[config.mk]
export PLATFORM = sky130hd
export DESIGN_NAME = gfe_colmask
export DESIGN_NICKNAME = d
export VERILOG_FILES = /design/src/sv/gfe_pkg.sv /design/src/sv/gfe_colmask.sv
export SDC_FILE = /design/constraint.sdc
export NUM_CORES = 1
export LEC_CHECK = 0
export ABC_AREA = 1
export BUFFER_PORTS_ARGS = -buffer_cell sky130_fd_sc_hd__buf_2
export CORE_ASPECT_RATIO = 1.4
export CORE_UTILIZATION = 48
export DETAILED_ROUTE_END_ITERATION = 10
export PLACE_DENSITY = 0.76
export SLEW_MARGIN = 40
export SYNTH_ARGS = -nofsm -noshare
export SYNTH_HDL_FRONTEND = slang
export SYNTH_SLANG_ARGS = --single-unit
[constraint.sdc]
create_clock -name vclk -period 1.7
set_clock_uncertainty 0.2 [all_clocks]
set_input_delay 0.085 -clock vclk [all_inputs]
set_output_delay 0.085 -clock vclk [all_outputs]
set_load 0.005 [all_outputs]
[src/sv/gfe_pkg.sv]
// shared constants, types and the glyph font table for the glyph framebuffer engine
// no dependencies; used by gfe_store, gfe_colmask and the top level
package gfe_pkg;

    localparam int DISPLAY_WIDTH  = 128;
    localparam int DISPLAY_HEIGHT = 64;
    localparam int PAGE_COLUMNS   = 132;

    localparam int PAGE_COUNT     = (DISPLAY_HEIGHT + 7) / 8;
    localparam int STORE_W        = PAGE_COUNT * 8;
    localparam int COL_W          = (DISPLAY_WIDTH > 1) ? $clog2(DISPLAY_WIDTH) : 1;

    localparam int FIRST_CODE     = 32;
    localparam int GLYPH_COUNT    = 96;
    localparam int GLYPH_ROWS     = 16;
    localparam int MAX_GLYPH_COLS = 8;
    localparam int GLYPH_BITS     = 136;

    typedef enum logic [1:0] {
        OP_CLEAR = 2'd0,
        OP_PIXEL = 2'd1,
        OP_CHAR  = 2'd2,
        OP_READ  = 2'd3
    } t_opcode;

    // control from the sequencer to the column store
    typedef struct packed {
        logic             clear;
        logic             rd_en;
        logic [COL_W-1:0] rd_addr;
        logic             wr_en;
        logic [COL_W-1:0] wr_addr;
    } t_store_req;

    // each entry: width byte in the top bits, then low/high row bytes per column
    localparam logic [GLYPH_BITS-1:0] FONT_ROM [GLYPH_COUNT] = '{
        136'h05_00_00_00_00_00_00_00_00_00_00_00_00_00_00_00_00,
        136'h06_00_00_00_00_38_00_FC_0D_FC_0D_38_00_00_00_00_00,
        136'h07_00_00_06_00_1E_00_00_00_00_00_06_00_1E_00_00_00,
        136'h07_40_02_F0_0F_F0_0F_40_02_F0_0F_F0_0F_40_02_00_00,
        136'h07_30_06_78_0E_C8_08_FE_3F_88_09_38_0F_30_06_00_00,
        136'h07_18_06_24_03_A4_01_D8_06_60_09_30_09_18_06_00_00,
        136'h07_00_07_98_0F_FC_08_E4_09_3C_07_98_0F_80_08_00_00,
        136'h05_00_00_00_00_00_00_16_00_0E_00_00_00_00_00_00_00,
        136'h06_00_00_00_00_F0_03_F8_07_0C_0C_04_08_00_00_00_00,
        136'h06_00_00_00_00_04_08_0C_0C_F8_07_F0_03_00_00_00_00,
        136'h08_80_00_A0_02_E0_03_C0_01_C0_01_E0_03_A0_02_80_00,
        136'h07_00_00_80_00_80_00_E0_03_E0_03_80_00_80_00_00_00,
        136'h04_00_00_00_00_00_2C_00_1C_00_00_00_00_00_00_00_00,
        136'h07_80_00_80_00_80_00_80_00_80_00_80_00_80_00_00_00,
        136'h04_00_00_00_00_00_0C_00_0C_00_00_00_00_00_00_00_00,
        136'h07_00_06_00_03_80_01_C0_00_60_00_30_00_18_00_00_00,
        136'h07_F8_07_FC_0F_84_09_C4_08_64_08_FC_0F_F8_07_00_00,
        136'h07_00_00_10_08_18_08_FC_0F_FC_0F_00_08_00_08_00_00,
        136'h07_08_0E_0C_0F_84_09_C4_08_64_08_3C_0C_18_0C_00_00,
        136'h07_08_04_0C_0C_44_08_44_08_44_08_FC_0F_B8_07_00_00,
        136'h07_C0_01_E0_01_30_01_18_09_FC_0F_FC_0F_00_09_00_00,
        136'h07_7C_04_7C_0C_44_08_44_08_44_08_C4_0F_84_07_00_00,
        136'h07_F8_07_FC_0F_44_08_44_08_44_08_CC_0F_88_07_00_00,
        136'h07_0C_00_0C_00_04_0F_84_0F_C4_00_7C_00_3C_00_00_00,
        136'h07_B8_07_FC_0F_44_08_44_08_44_08_FC_0F_B8_07_00_00,
        136'h07_78_04_FC_0C_84_08_84_08_84_08_FC_0F_F8_07_00_00,
        136'h05_00_00_00_00_00_00_30_06_30_06_00_00_00_00_00_00,
        136'h05_00_00_00_00_00_00_30_16_30_0E_00_00_00_00_00_00,
        136'h07_00_00_80_00_C0_01_60_03_30_06_18_0C_08_08_00_00,
        136'h07_00_00_20_01_20_01_20_01_20_01_20_01_20_01_00_00,
        136'h07_00_00_08_08_18_0C_30_06_60_03_C0_01_80_00_00_00,
        136'h07_18_00_1C_00_04_00_84_0D_C4_0D_7C_00_38_00_00_00,
        136'h08_E0_03_10_04_C8_0B_28_0A_28_09_E8_0B_10_02_E0_01,
        136'h07_F0_0F_F8_0F_8C_00_84_00_8C_00_F8_0F_F0_0F_00_00,
        136'h07_04_08_FC_0F_FC_0F_44_08_44_08_FC_0F_B8_07_00_00,
        136'h07_F8_07_FC_0F_04_08_04_08_04_08_1C_0E_18_06_00_00,
        136'h07_04_08_FC_0F_FC_0F_04_08_04_08_FC_0F_F8_07_00_00,
        136'h07_04_08_FC_0F_FC_0F_C4_08_E4_09_0C_0C_1C_0E_00_00,
        136'h07_04_08_FC_0F_FC_0F_C4_08_E4_01_0C_00_1C_00_00_00,
        136'h07_F8_07_FC_0F_04_08_04_08_84_08_9C_0F_98_0F_00_00,
        136'h07_FC_0F_FC_0F_40_00_40_00_40_00_FC_0F_FC_0F_00_00,
        136'h06_00_00_00_00_04_08_FC_0F_FC_0F_04_08_00_00_00_00,
        136'h07_00_06_00_0E_00_08_04_08_FC_0F_FC_07_04_00_00_00,
        136'h07_04_08_FC_0F_FC_0F_C0_00_E0_01_3C_0F_1C_0E_00_00,
        136'h07_04_08_FC_0F_FC_0F_04_08_00_08_00_0C_00_0E_00_00,
        136'h07_FC_0F_F8_0F_70_00_E0_00_70_00_F8_0F_FC_0F_00_00,
        136'h07_FC_0F_F8_0F_70_00_E0_00_C0_01_FC_0F_FC_0F_00_00,
        136'h07_F8_07_FC_0F_04_08_04_08_04_08_FC_0F_F8_07_00_00,
        136'h07_04_08_FC_0F_FC_0F_84_08_84_00_FC_00_78_00_00_00,
        136'h07_F8_07_FC_0F_04_08_04_0E_04_0C_FC_1F_F8_17_00_00,
        136'h07_04_08_FC_0F_FC_0F_84_00_84_01_FC_0F_78_0E_00_00,
        136'h07_18_06_3C_0E_64_08_44_08_C4_08_9C_0F_18_07_00_00,
        136'h07_00_00_1C_00_0C_08_FC_0F_FC_0F_0C_08_1C_00_00_00,
        136'h07_FC_07_FC_0F_00_08_00_08_00_08_FC_0F_FC_07_00_00,
        136'h07_FC_01_FC_03_00_06_00_0C_00_06_FC_03_FC_01_00_00,
        136'h07_FC_0F_FC_07_00_03_80_01_00_03_FC_07_FC_0F_00_00,
        136'h07_0C_0C_3C_0F_F0_03_E0_01_F0_03_3C_0F_0C_0C_00_00,
        136'h07_00_00_3C_00_7C_08_C0_0F_C0_0F_7C_08_3C_00_00_00,
        136'h07_1C_0E_0C_0F_84_09_C4_08_64_08_3C_0C_1C_0E_00_00,
        136'h06_00_00_00_00_FC_0F_FC_0F_04_08_04_08_00_00_00_00,
        136'h07_18_00_30_00_60_00_C0_00_80_01_00_03_00_06_00_00,
        136'h06_00_00_00_00_04_08_04_08_FC_0F_FC_0F_00_00_00_00,
        136'h07_20_00_30_00_18_00_0C_00_18_00_30_00_20_00_00_00,
        136'h08_00_20_00_20_00_20_00_20_00_20_00_20_00_20_00_20,
        136'h05_00_00_00_00_00_00_0E_00_16_00_00_00_00_00_00_00,
        136'h07_00_07_A0_0F_A0_08_A0_08_E0_07_C0_0F_00_08_00_00,
        136'h07_04_00_FC_0F_FC_0F_20_08_20_08_E0_0F_C0_07_00_00,
        136'h07_C0_07_E0_0F_20_08_20_08_20_08_60_0C_40_04_00_00,
        136'h07_C0_07_E0_0F_20_08_24_08_FC_07_FC_0F_00_08_00_00,
        136'h07_C0_07_E0_0F_20_09_20_09_20_09_E0_0D_C0_05_00_00,
        136'h07_00_00_20_08_F8_0F_FC_0F_24_08_2C_00_08_00_00_00,
        136'h07_C0_27_E0_6F_20_48_20_48_C0_7F_E0_3F_20_00_00_00,
        136'h07_04_08_FC_0F_FC_0F_40_00_20_00_E0_0F_C0_0F_00_00,
        136'h06_00_00_00_00_20_08_EC_0F_EC_0F_00_08_00_00_00_00,
        136'h06_00_30_00_70_00_40_20_40_EC_7F_EC_3F_00_00_00_00,
        136'h07_04_08_FC_0F_FC_0F_80_01_C0_03_60_0E_20_0C_00_00,
        136'h06_00_00_00_00_04_08_FC_0F_FC_0F_00_08_00_00_00_00,
        136'h07_E0_0F_E0_0F_60_00_C0_07_60_00_E0_0F_C0_0F_00_00,
        136'h07_20_00_E0_0F_C0_0F_20_00_20_00_E0_0F_C0_0F_00_00,
        136'h07_C0_07_E0_0F_20_08_20_08_20_08_E0_0F_C0_07_00_00,
        136'h07_20_40_E0_7F_C0_7F_20_48_20_08_E0_0F_C0_07_00_00,
        136'h07_C0_07_E0_0F_20_08_20_48_E0_7F_E0_7F_00_40_00_00,
        136'h07_20_08_E0_0F_C0_0F_60_08_20_00_60_00_60_00_00_00,
        136'h07_40_04_E0_0C_A0_09_20_09_20_0B_60_0E_40_04_00_00,
        136'h06_20_00_20_00_F8_07_FC_0F_20_08_20_04_00_00_00_00,
        136'h07_E0_07_E0_0F_00_08_00_08_E0_07_E0_0F_00_08_00_00,
        136'h07_E0_01_E0_03_00_06_00_0C_00_06_E0_03_E0_01_00_00,
        136'h07_E0_07_E0_0F_00_0C_C0_07_00_0C_E0_0F_E0_07_00_00,
        136'h07_60_0C_E0_0E_80_03_00_01_80_03_E0_0E_60_0C_00_00,
        136'h07_E0_47_E0_4F_00_48_00_48_00_68_E0_3F_E0_1F_00_00,
        136'h07_60_0C_20_0E_20_0B_A0_09_E0_08_60_08_20_0C_00_00,
        136'h07_00_00_40_00_40_00_F8_07_BC_0F_04_08_04_08_00_00,
        136'h05_00_00_00_00_00_00_3C_0F_3C_0F_00_00_00_00_00_00,
        136'h07_00_00_04_08_04_08_BC_0F_F8_07_40_00_40_00_00_00,
        136'h07_08_00_0C_00_04_00_0C_00_08_00_0C_00_04_00_00_00,
        136'h03_F0_1F_10_10_F0_1F_00_00_00_00_00_00_00_00_00_00
    };

    // 16 rows of one glyph column, row 0 in bit 0
    function automatic logic [GLYPH_ROWS-1:0] glyph_column(
        input logic [GLYPH_BITS-1:0] glyph,
        input logic [2:0]            col
    );
        int base;
        base = GLYPH_BITS - 9 - 16 * int'(col);
        return {glyph[base-8 -: 8], glyph[base -: 8]};
    endfunction

endpackage

[src/sv/gfe_colmask.sv]
// places up to 16 glyph rows at a top row into a full column word, dropping rows
// below the frame; rows that run past row 255 wrap round to the top; uses gfe_pkg
module gfe_colmask (
    input  logic [gfe_pkg::GLYPH_ROWS-1:0] i_bits,
    input  logic [7:0]                     i_top_row,
    output logic [gfe_pkg::STORE_W-1:0]    o_mask
);

    always_comb begin
        logic [7:0] row_ofs;
        for (int j = 0; j < gfe_pkg::STORE_W; j++) begin
            // glyph row that lands on frame row j, modulo 256
            row_ofs   = 8'(j) - i_top_row;
            o_mask[j] = (j < gfe_pkg::DISPLAY_HEIGHT)
                        && (row_ofs < 8'(gfe_pkg::GLYPH_ROWS))
                        && i_bits[row_ofs[3:0]];
        end
    end

endmodule

==> results of run 1 <==
logic make-up after synthesis:
| family | after synthesis |
|---|---|
| AND/OR/NAND/NOR | 722 |
| buffers and inverters | 123 |
| AO/OA/AOI/OAI | 85 |
| XOR/XNOR | 50 |
| adder cells (fa/ha/maj) | 22 |
stage by stage:
step / TNS (ns) / cell area, um2 / setup WS [ns] / hold WS, ns / util, %
after floorplan: 0 / 4776 / 0.001639 / 0.1411 / -
after global placement: -16.72 / 6286 / -0.5480 / 0.5710 / 66.09
after detailed placement: -17.49 / 6286 / -0.5599 / 0.5858 / 66.09
after CTS: -0.7354 / 7528 / -0.07561 / 0.5240 / 79.15
repair_timing:
| item | CTS |
|---|---|
| endpoints found under the setup margin | 64 |
| resized for setup | 304 |
| cloned | 3 |
| pin swaps | 52 |
| buffers inserted | 14 |
routing by layer:
layer | global-route usage, % | GRT overflow
met1 | 81.95 | 6
met2 | 104.2 | 153
met3 | 64.37 | 10
met4 | 90.10 | 73
met5 | 15.51 | 0
==> metrics.txt, run 1 <==
die width=85.95 um; row cnt=42; Synth Area in Compound Gates=9.485%; YS warnings=0; Post-Synthesis Cell Area=0.004736 mm2; Mapped Avg Cell Area=4.726 um2; Placed Instances=1331; Mapped Cells=1002; critical endpoint after global-route timing repair=o_mask[42]; simple-gate share of the synthesized area=63.54%; I/O Buffers=88; # hold bufs at CTS=0; largest family of logic cells by synthesized area=simple AND/OR/NAND/NOR gates; Worst EP Category=top-level output; Seq/Total Area, Yosys=0%; gp weighted congestion=1.071; Syn Nets=1048; GRT Total Usage=84.04%; Die Y=119.5 um; HPWL after DPL=19130 um; initial core utilization=49.79%; status=aborted with a tool error; synth cell count leaders=357 x nand2_1, 175 x nand3_1, 157 x nor2_1, 61 x inv_1, 46 x xor2_1; cell taking the most area after synthesis=nand2_1; Stop stage=5_1_grt; largest net degree at the start of global routing=30; I/O pins=88; top-area cell type share of the netlist area=28.30%; most frequent cell after synthesis=nand2_1; Distinct cells, synth=27; adder-cell share of the synthesized area=5.812%; proportion of synthesized area in mux cells=0%; XOR/XNOR Fraction of Synth Area=9.247%; Error=[ERROR GRT-0232] Routing congestion too high. Check the congestion heatmap in the GUI.; GRT overflow=242; Synth area leaders=nand2_1 28%, nand3_1 18%, nor2_1 12%, xor2_1 8.5%, ha_1 5.8%
==> run 2, diff against run 1 <==
--- a/config.mk
+++ b/config.mk
@@ -7,10 +7,9 @@
 export LEC_CHECK = 0
 export ABC_AREA = 1
 export BUFFER_PORTS_ARGS = -buffer_cell sky130_fd_sc_hd__buf_2
-export CORE_ASPECT_RATIO = 1.4
-export CORE_UTILIZATION = 48
+export CORE_UTILIZATION = 33
 export DETAILED_ROUTE_END_ITERATION = 10
-export PLACE_DENSITY = 0.76
+export PLACE_DENSITY_LB_ADDON = 0.15
 export SLEW_MARGIN = 40
 export SYNTH_ARGS = -nofsm -noshare
 export SYNTH_HDL_FRONTEND = slang
==> constraint.sdc (replaced) <==
create_clock -name vclk -period 2.21
set_clock_uncertainty 0.2 [all_clocks]
set_input_delay 0.1105 -clock vclk [all_inputs]
set_output_delay 0.1105 -clock vclk [all_outputs]
set_load 0.005 [all_outputs]
==> run 2 against run 1 <==
  * The run now ends clean
  * Synthesized cell count unchanged
  * Synthesized area is the same
==> metrics.txt, run 2 <==
status=finished, final reports clean; Clock power frac=0%; WHS=0.5791 ns; critical-path cell list=buf_2 -> buf_4 -> buf_4 -> nand2_2 -> nor2_2 -> nand2_1 -> nand2_1 -> nand2_1 -> nor2_1 -> nand3_1 -> nor2_1 -> buf_2; met1 Resource Use GR=41.53%; worst setup path start=i_top_row[4]; Syn Nets=1048; Worst setup EP type=primary output; post-route minimum period=2.147 ns; Post-Synthesis Cell Area=0.004736 mm2; Worst-Margin Slew=0.4198 ns; I/O Buffers=88; HP Class=in2out; initial core utilization=33.99%; slew margin rel.=72.01%; critical path depth=12; unrepaired setup endpoints after global routing=yes; Worst path most repeated cell=nand2_1; clock buffers=0; switching pwr=935.7 uW; Seq pwr share=0%; share of cells above drive strength 1=19.23%; Max Clk Rate=465.8 MHz; Die Y=121.8 um; Area Overhead vs Synth=23.17%; Final Util=41.86%; DRC viols=0; most frequent cells in the layout=348 x nand2_1, 175 x nand3_1, 153 x nor2_1; Startpoint Class=primary input; filler cell count=1678; vias in the first global route=6125; Crit Path Category=in2out; most frequent cell after synthesis=nand2_1; vias=7022; FF+latch area=0 um2; Int Power=457.0 uW; Seq/Total Area, Yosys=0%; CP top delay family=simple AND/OR/NAND/NOR gates; Ant. Diodes=0; Final Net Count=1161; crit-path max cell delay=0.31 ns; I/O pins=88; cell taking the most area after synthesis=nand2_1; HPWL after DPL=17720 um; seq_cells=0; synth cell count leaders=357 x nand2_1, 175 x nand3_1, 157 x nor2_1, 61 x inv_1, 46 x xor2_1; Critical Path RT=1.90 ns; # hold bufs at CTS=0; gp weighted congestion=1.000; Power Dens Cells=238.8 mW/mm2; design area=0.005833 mm2; DRT Pass-1 Iters=6; YS warnings=0; multi-input logic area=0.004305 mm2; setup_tns=0 ns; Mapped Avg Cell Area=4.726 um2; row cnt=43; Synth area leaders=nand2_1 28%, nand3_1 18%, nor2_1 12%, xor2_1 8.5%, ha_1 5.8%; final worst-path cycle share=97.13%; GRT Total Usage=29.87%; DP Area=0.005615 mm2; Worst VDD drop=0.0001105 V; largest net degree at the start of global routing=48; Fin. Hold Viols=0; post-DR wirelength/cell=17.48 um; setup slack after layout=0.06332 ns; switch share=67.19%; first-pass GRT wire length=34150 um; dpl ws=-0.1206 ns; critical-path cell with the highest stage delay=nor2_2; gr busiest metal=met2; Leak=0.003317 uW; Mapped Cells=1002; Critical Path End=o_mask[58]; Vias/cell=5.431; First DRT Iteration DRCs=883; initial antenna violation count=0; GRT overflow=0; M3 GR Usage=2.154%; Distinct cells, synth=27; ANT nets after route=0; commonest non-fill, non-tap cell in the layout=nand2_1; Final Max Slew Viols=0; critical path arrival=1.84 ns; top-area cell type share of the netlist area=28.30%; GR Util met2=48.27%; buffers plus inverters on the worst setup path=4; Setup violations, final=0; total die area=0.01483 mm2; final WL=22610 um; die width=121.8 um; share of total power in combinational logic=100.0%; max-cap violation count=0; Core Footprint=0.01393 mm2; critical path peak fanout=14
==> run 2: cell counts after synthesis <==
Identical to the previous run, type by type.
==> run 2: repair_timing <==
item,in CTS,in global routing
pin swaps,0,4
buffers inserted,0,6
gates resized for setup,4,39
setup endpoints to repair,7,50
==> run 2: how the worst min path moves through the flow <==
stage | slack (ns) | to | start | depth (start not counted)
2_1_floorplan | 0.19 | o_mask[47] | i_top_row[6] | 3
5_1_grt | 0.65 | o_mask[50] | i_top_row[5] | 6
3_3_place_gp | 0.59 | o_mask[41] | i_top_row[4] | 7
4_1_cts | 0.58 | o_mask[41] | i_top_row[4] | 7
3_5_place_dp | 0.58 | o_mask[41] | i_top_row[4] | 7
6_report | 0.58 | o_mask[41] | i_top_row[4] | 7
==> run 2: power groups by stage <==
stage / Sequential, uW / Clock (uW) / Combinational (uW)
floorplan: 0 / 0 / 852
global placement: 0 / 0 / 1300
detailed placement: 0 / 0 / 1300
CTS: 0 / 0 / 1310
global route: 0 / 0 / 1520
finish: 0 / 0 / 1390
==> run 2: cell type report <==
| class | instances | share of cell area [%] |
|---|---|---|
| Timing Repair Buffer | 158 | 17.22 |
| Inverter | 76 | 5.105 |
| Multi-Input combinational cell | 879 | 73.81 |
| Tap cell | 180 | 3.861 |
==> run 2: layer usage <==
| layer | up-vias | share of wire (%) | wire, um |
|---|---|---|---|
| met5 | - | 0 | 0 |
| met2 | 395 | 45 | 10100 |
| li1 | 3437 | - | - |
| met4 | 0 | 3.3 | 740 |
| met1 | 3138 | 43 | 9723 |
| met3 | 52 | 9.0 | 2044 |
==> run 2: per-stage QoR <==
| stage | instances | total power, uW |
|---|---|---|
| 2_1_floorplan | 1002 | 852.0 |
| 3_3_place_gp | 1287 | 1303 |
| 3_5_place_dp | 1287 | 1300 |
| 4_1_cts | 1287 | 1308 |
| 5_1_grt | 1293 | 1519 |
| 6_report | 1293 | 1393 |
==> run 2: logic make-up (layout without fill, tap and decap cells) <==
group,count (synthesis),after routing,share of synthesized area [%]
compound gates,85,85,9.485
fa+ha+maj,22,22,5.812
buf+inv,123,234,11.92
xor+xnor,50,50,9.247
simple gates,722,722,63.54
==> run 2: tightest hold or removal path: stages <==
cell,delay (ns)
buf_2,0.09
inv_2,0.05
nand2_1,0.06
nand2_1,0.09
nand4_1,0.11
nor2_1,0.04
buf_2,0.11
No activity file was read; power rests on OpenSTA's default activity.
==> run 3, diff against run 2 <==
--- a/config.mk
+++ b/config.mk
@@ -5,11 +5,12 @@
 export SDC_FILE = /design/constraint.sdc
 export NUM_CORES = 1
 export LEC_CHECK = 0
-export ABC_AREA = 1
 export BUFFER_PORTS_ARGS = -buffer_cell sky130_fd_sc_hd__buf_2
+export CORE_MARGIN = 2
 export CORE_UTILIZATION = 33
 export DETAILED_ROUTE_END_ITERATION = 10
 export PLACE_DENSITY_LB_ADDON = 0.15
+export REMOVE_ABC_BUFFERS = 1
 export SLEW_MARGIN = 40
 export SYNTH_ARGS = -nofsm -noshare
 export SYNTH_HDL_FRONTEND = slang
==> run 3 against run 2 <==
  * The run now ends with negative setup slack left
  * Combinational power rose by 26%
  * Maximum frequency fell by 6.6%
  * First-iteration DRC count shrank 40%
  * Clock-buffer cell count unchanged
  * Sequential share of layout area did not move
  * Highest routed layer unchanged
==> metrics.txt, run 3 <==
first-pass GRT wire length=31970 um; WHS=0.5982 ns; filler cell count=1345; Mapped Avg Cell Area=7.222 um2; buffers plus inverters on the worst setup path=4; vias=5926; DP Area=0.006137 mm2; switching pwr=935.0 uW; Worst setup EP type=primary output; die width=120.7 um; Post-Synthesis Cell Area=0.004492 mm2; largest net degree at the start of global routing=40; synth cell count leaders=69 x xnor2_1, 60 x nand2_1, 46 x o21ai_0, 38 x a21oi_1, 38 x nor2_1; Int Power=819.6 uW; top-area cell type share of the netlist area=13.45%; DRT Pass-1 Iters=5; Worst path most repeated cell=buf_8; status=finished, violations left; # hold bufs at CTS=0; Seq pwr share=0%; post-DR wirelength/cell=20.84 um; seq_cells=0; Mapped Cells=622; total die area=0.01456 mm2; most frequent cell after synthesis=xnor2_1; Area Overhead vs Synth=58.22%; Final Max Slew Viols=0; I/O Buffers=88; initial core utilization=33.92%; switch share=53.29%; failing checks=negative setup slack; Synth area leaders=xnor2_1 13%, mux4_2 11%, ha_1 6.1%, o21ai_0 5.1%, nand2_1 5.0%; Final Power=1755 uW; ANT nets after route=0; max-cap violation count=0; HP Class=in2out; row cnt=42; Clock power frac=0%; Core Footprint=0.01324 mm2; Distinct cells, synth=67; setup_tns=-0.7250 ns; HPWL after DPL=16260 um; design area=0.007107 mm2; DRC viols=0; unrepaired setup endpoints after global routing=yes; Setup violations, final=19; Fin. Hold Viols=0; GRT Total Usage=27.88%; cell taking the most area after synthesis=xnor2_1; critical-path cell list=buf_8 -> inv_4 -> ha_4 -> buf_8 -> mux2i_2 -> mux4_2 -> mux2_4 -> nor2_4 -> and4bb_1 -> buf_2; setup slack after layout=-0.08725 ns; I/O pins=88; YS warnings=0; commonest non-fill, non-tap cell in the layout=buf_4; FF+latch area=0 um2; critical path peak fanout=7; Ant. Diodes=0; CP top delay family=multiplexers; Leak=0.003019 uW; critical path arrival=1.99 ns; Die Y=120.7 um; critical-path cell with the highest stage delay=mux4_2; post-route minimum period=2.297 ns; final worst-path cycle share=103.9%; Final Net Count=881; Vias/cell=5.873; Seq/Total Area, Yosys=0%; crit-path max cell delay=0.48 ns; clock buffers=0; Critical Path RT=1.90 ns; final WL=21030 um; GRT overflow=0; slew margin rel.=66.80%; Worst-Margin Slew=0.4962 ns; share of total power in combinational logic=100.0%; Crit Path Category=in2out; vias in the first global route=5596; Max Clk Rate=435.3 MHz; initial antenna violation count=0; First DRT Iteration DRCs=534; Startpoint Class=primary input; gp weighted congestion=0.9815; share of cells above drive strength 1=50.42%; most frequent cells in the layout=149 x buf_4, 80 x buf_2, 65 x xnor2_1; Worst VDD drop=0.0001305 V; Power Dens Cells=246.9 mW/mm2
-- run 3: changes by cell type in the layout (fill, tap and decap cells not counted), sizes merged, moves of 21 or more --
cell and change:
nand2 -303, inv -59, xor2 -22, mux2i +21, mux4 +26, nand3 -159, xnor2 +65, nor2 -123
buf +106, a31oi +21
-- run 3: logic make-up after synthesis --
family	share of synthesized area [%]
multiplexers	19.64
buffers and inverters	7.409
AND/OR/NAND/NOR	27.21
adder cells (fa/ha/maj)	6.128
AO/OA/AOI/OAI	21.48
XOR/XNOR	18.13
-- run 3: path summary, 6_finish.rpt --
check	cells past startpoint	from	end	slack (ns)
max	10	i_top_row[0]	o_mask[62]	-0.09
min	5	i_top_row[6]	o_mask[31]	0.60
-- run 3: per-stage QoR --
step / util (%) / worst slack, ns / cells
finish: 53.67 / -0.08725 / 1009
global route: 53.67 / -0.1541 / 1009
CTS: 50.05 / -0.09400 / 1007
detailed placement: 46.34 / -0.3317 / 995
global placement: 46.34 / -0.3193 / 995
floorplan: - / -0.3687 / 569
-- run 3: layout make-up --
class,instances,area [um2],share of cell area (%)
multi-input combinational,552,4817,67.78
timing repair buffer,264,1983,27.90
tap,176,220.2,3.099
inverter,17,86.33,1.215
-- run 3: power by group through the flow --
stage | Sequential (uW) | Clock (uW) | Combinational [uW]
2_1_floorplan | 0 | 0 | 767
3_3_place_gp | 0 | 0 | 1440
6_report | 0 | 0 | 1750
4_1_cts | 0 | 0 | 1600
3_5_place_dp | 0 | 0 | 1450
5_1_grt | 0 | 0 | 1860
-- run 3: routing by layer --
metal  vias up  share of wire (%)  track usage, %
li1       2719                  -               -
met1      2873                 43           37.66
met2       290                 46           45.73
met3        44                7.3           4.717
met4         0                3.1           7.776
met5         -                  0               0
-- run 3: what timing repair did --
action,in CTS,in global routing
gates resized for setup,105,101
buffers inserted,13,5
pin swaps,24,27
setup endpoints to repair,64,62
-- run 3: tightest hold or removal path: stages --
cell,delay (ns)
buf_2,0.13
inv_4,0.10
ha_2,0.18
nor4b_4,0.05
buf_2,0.12
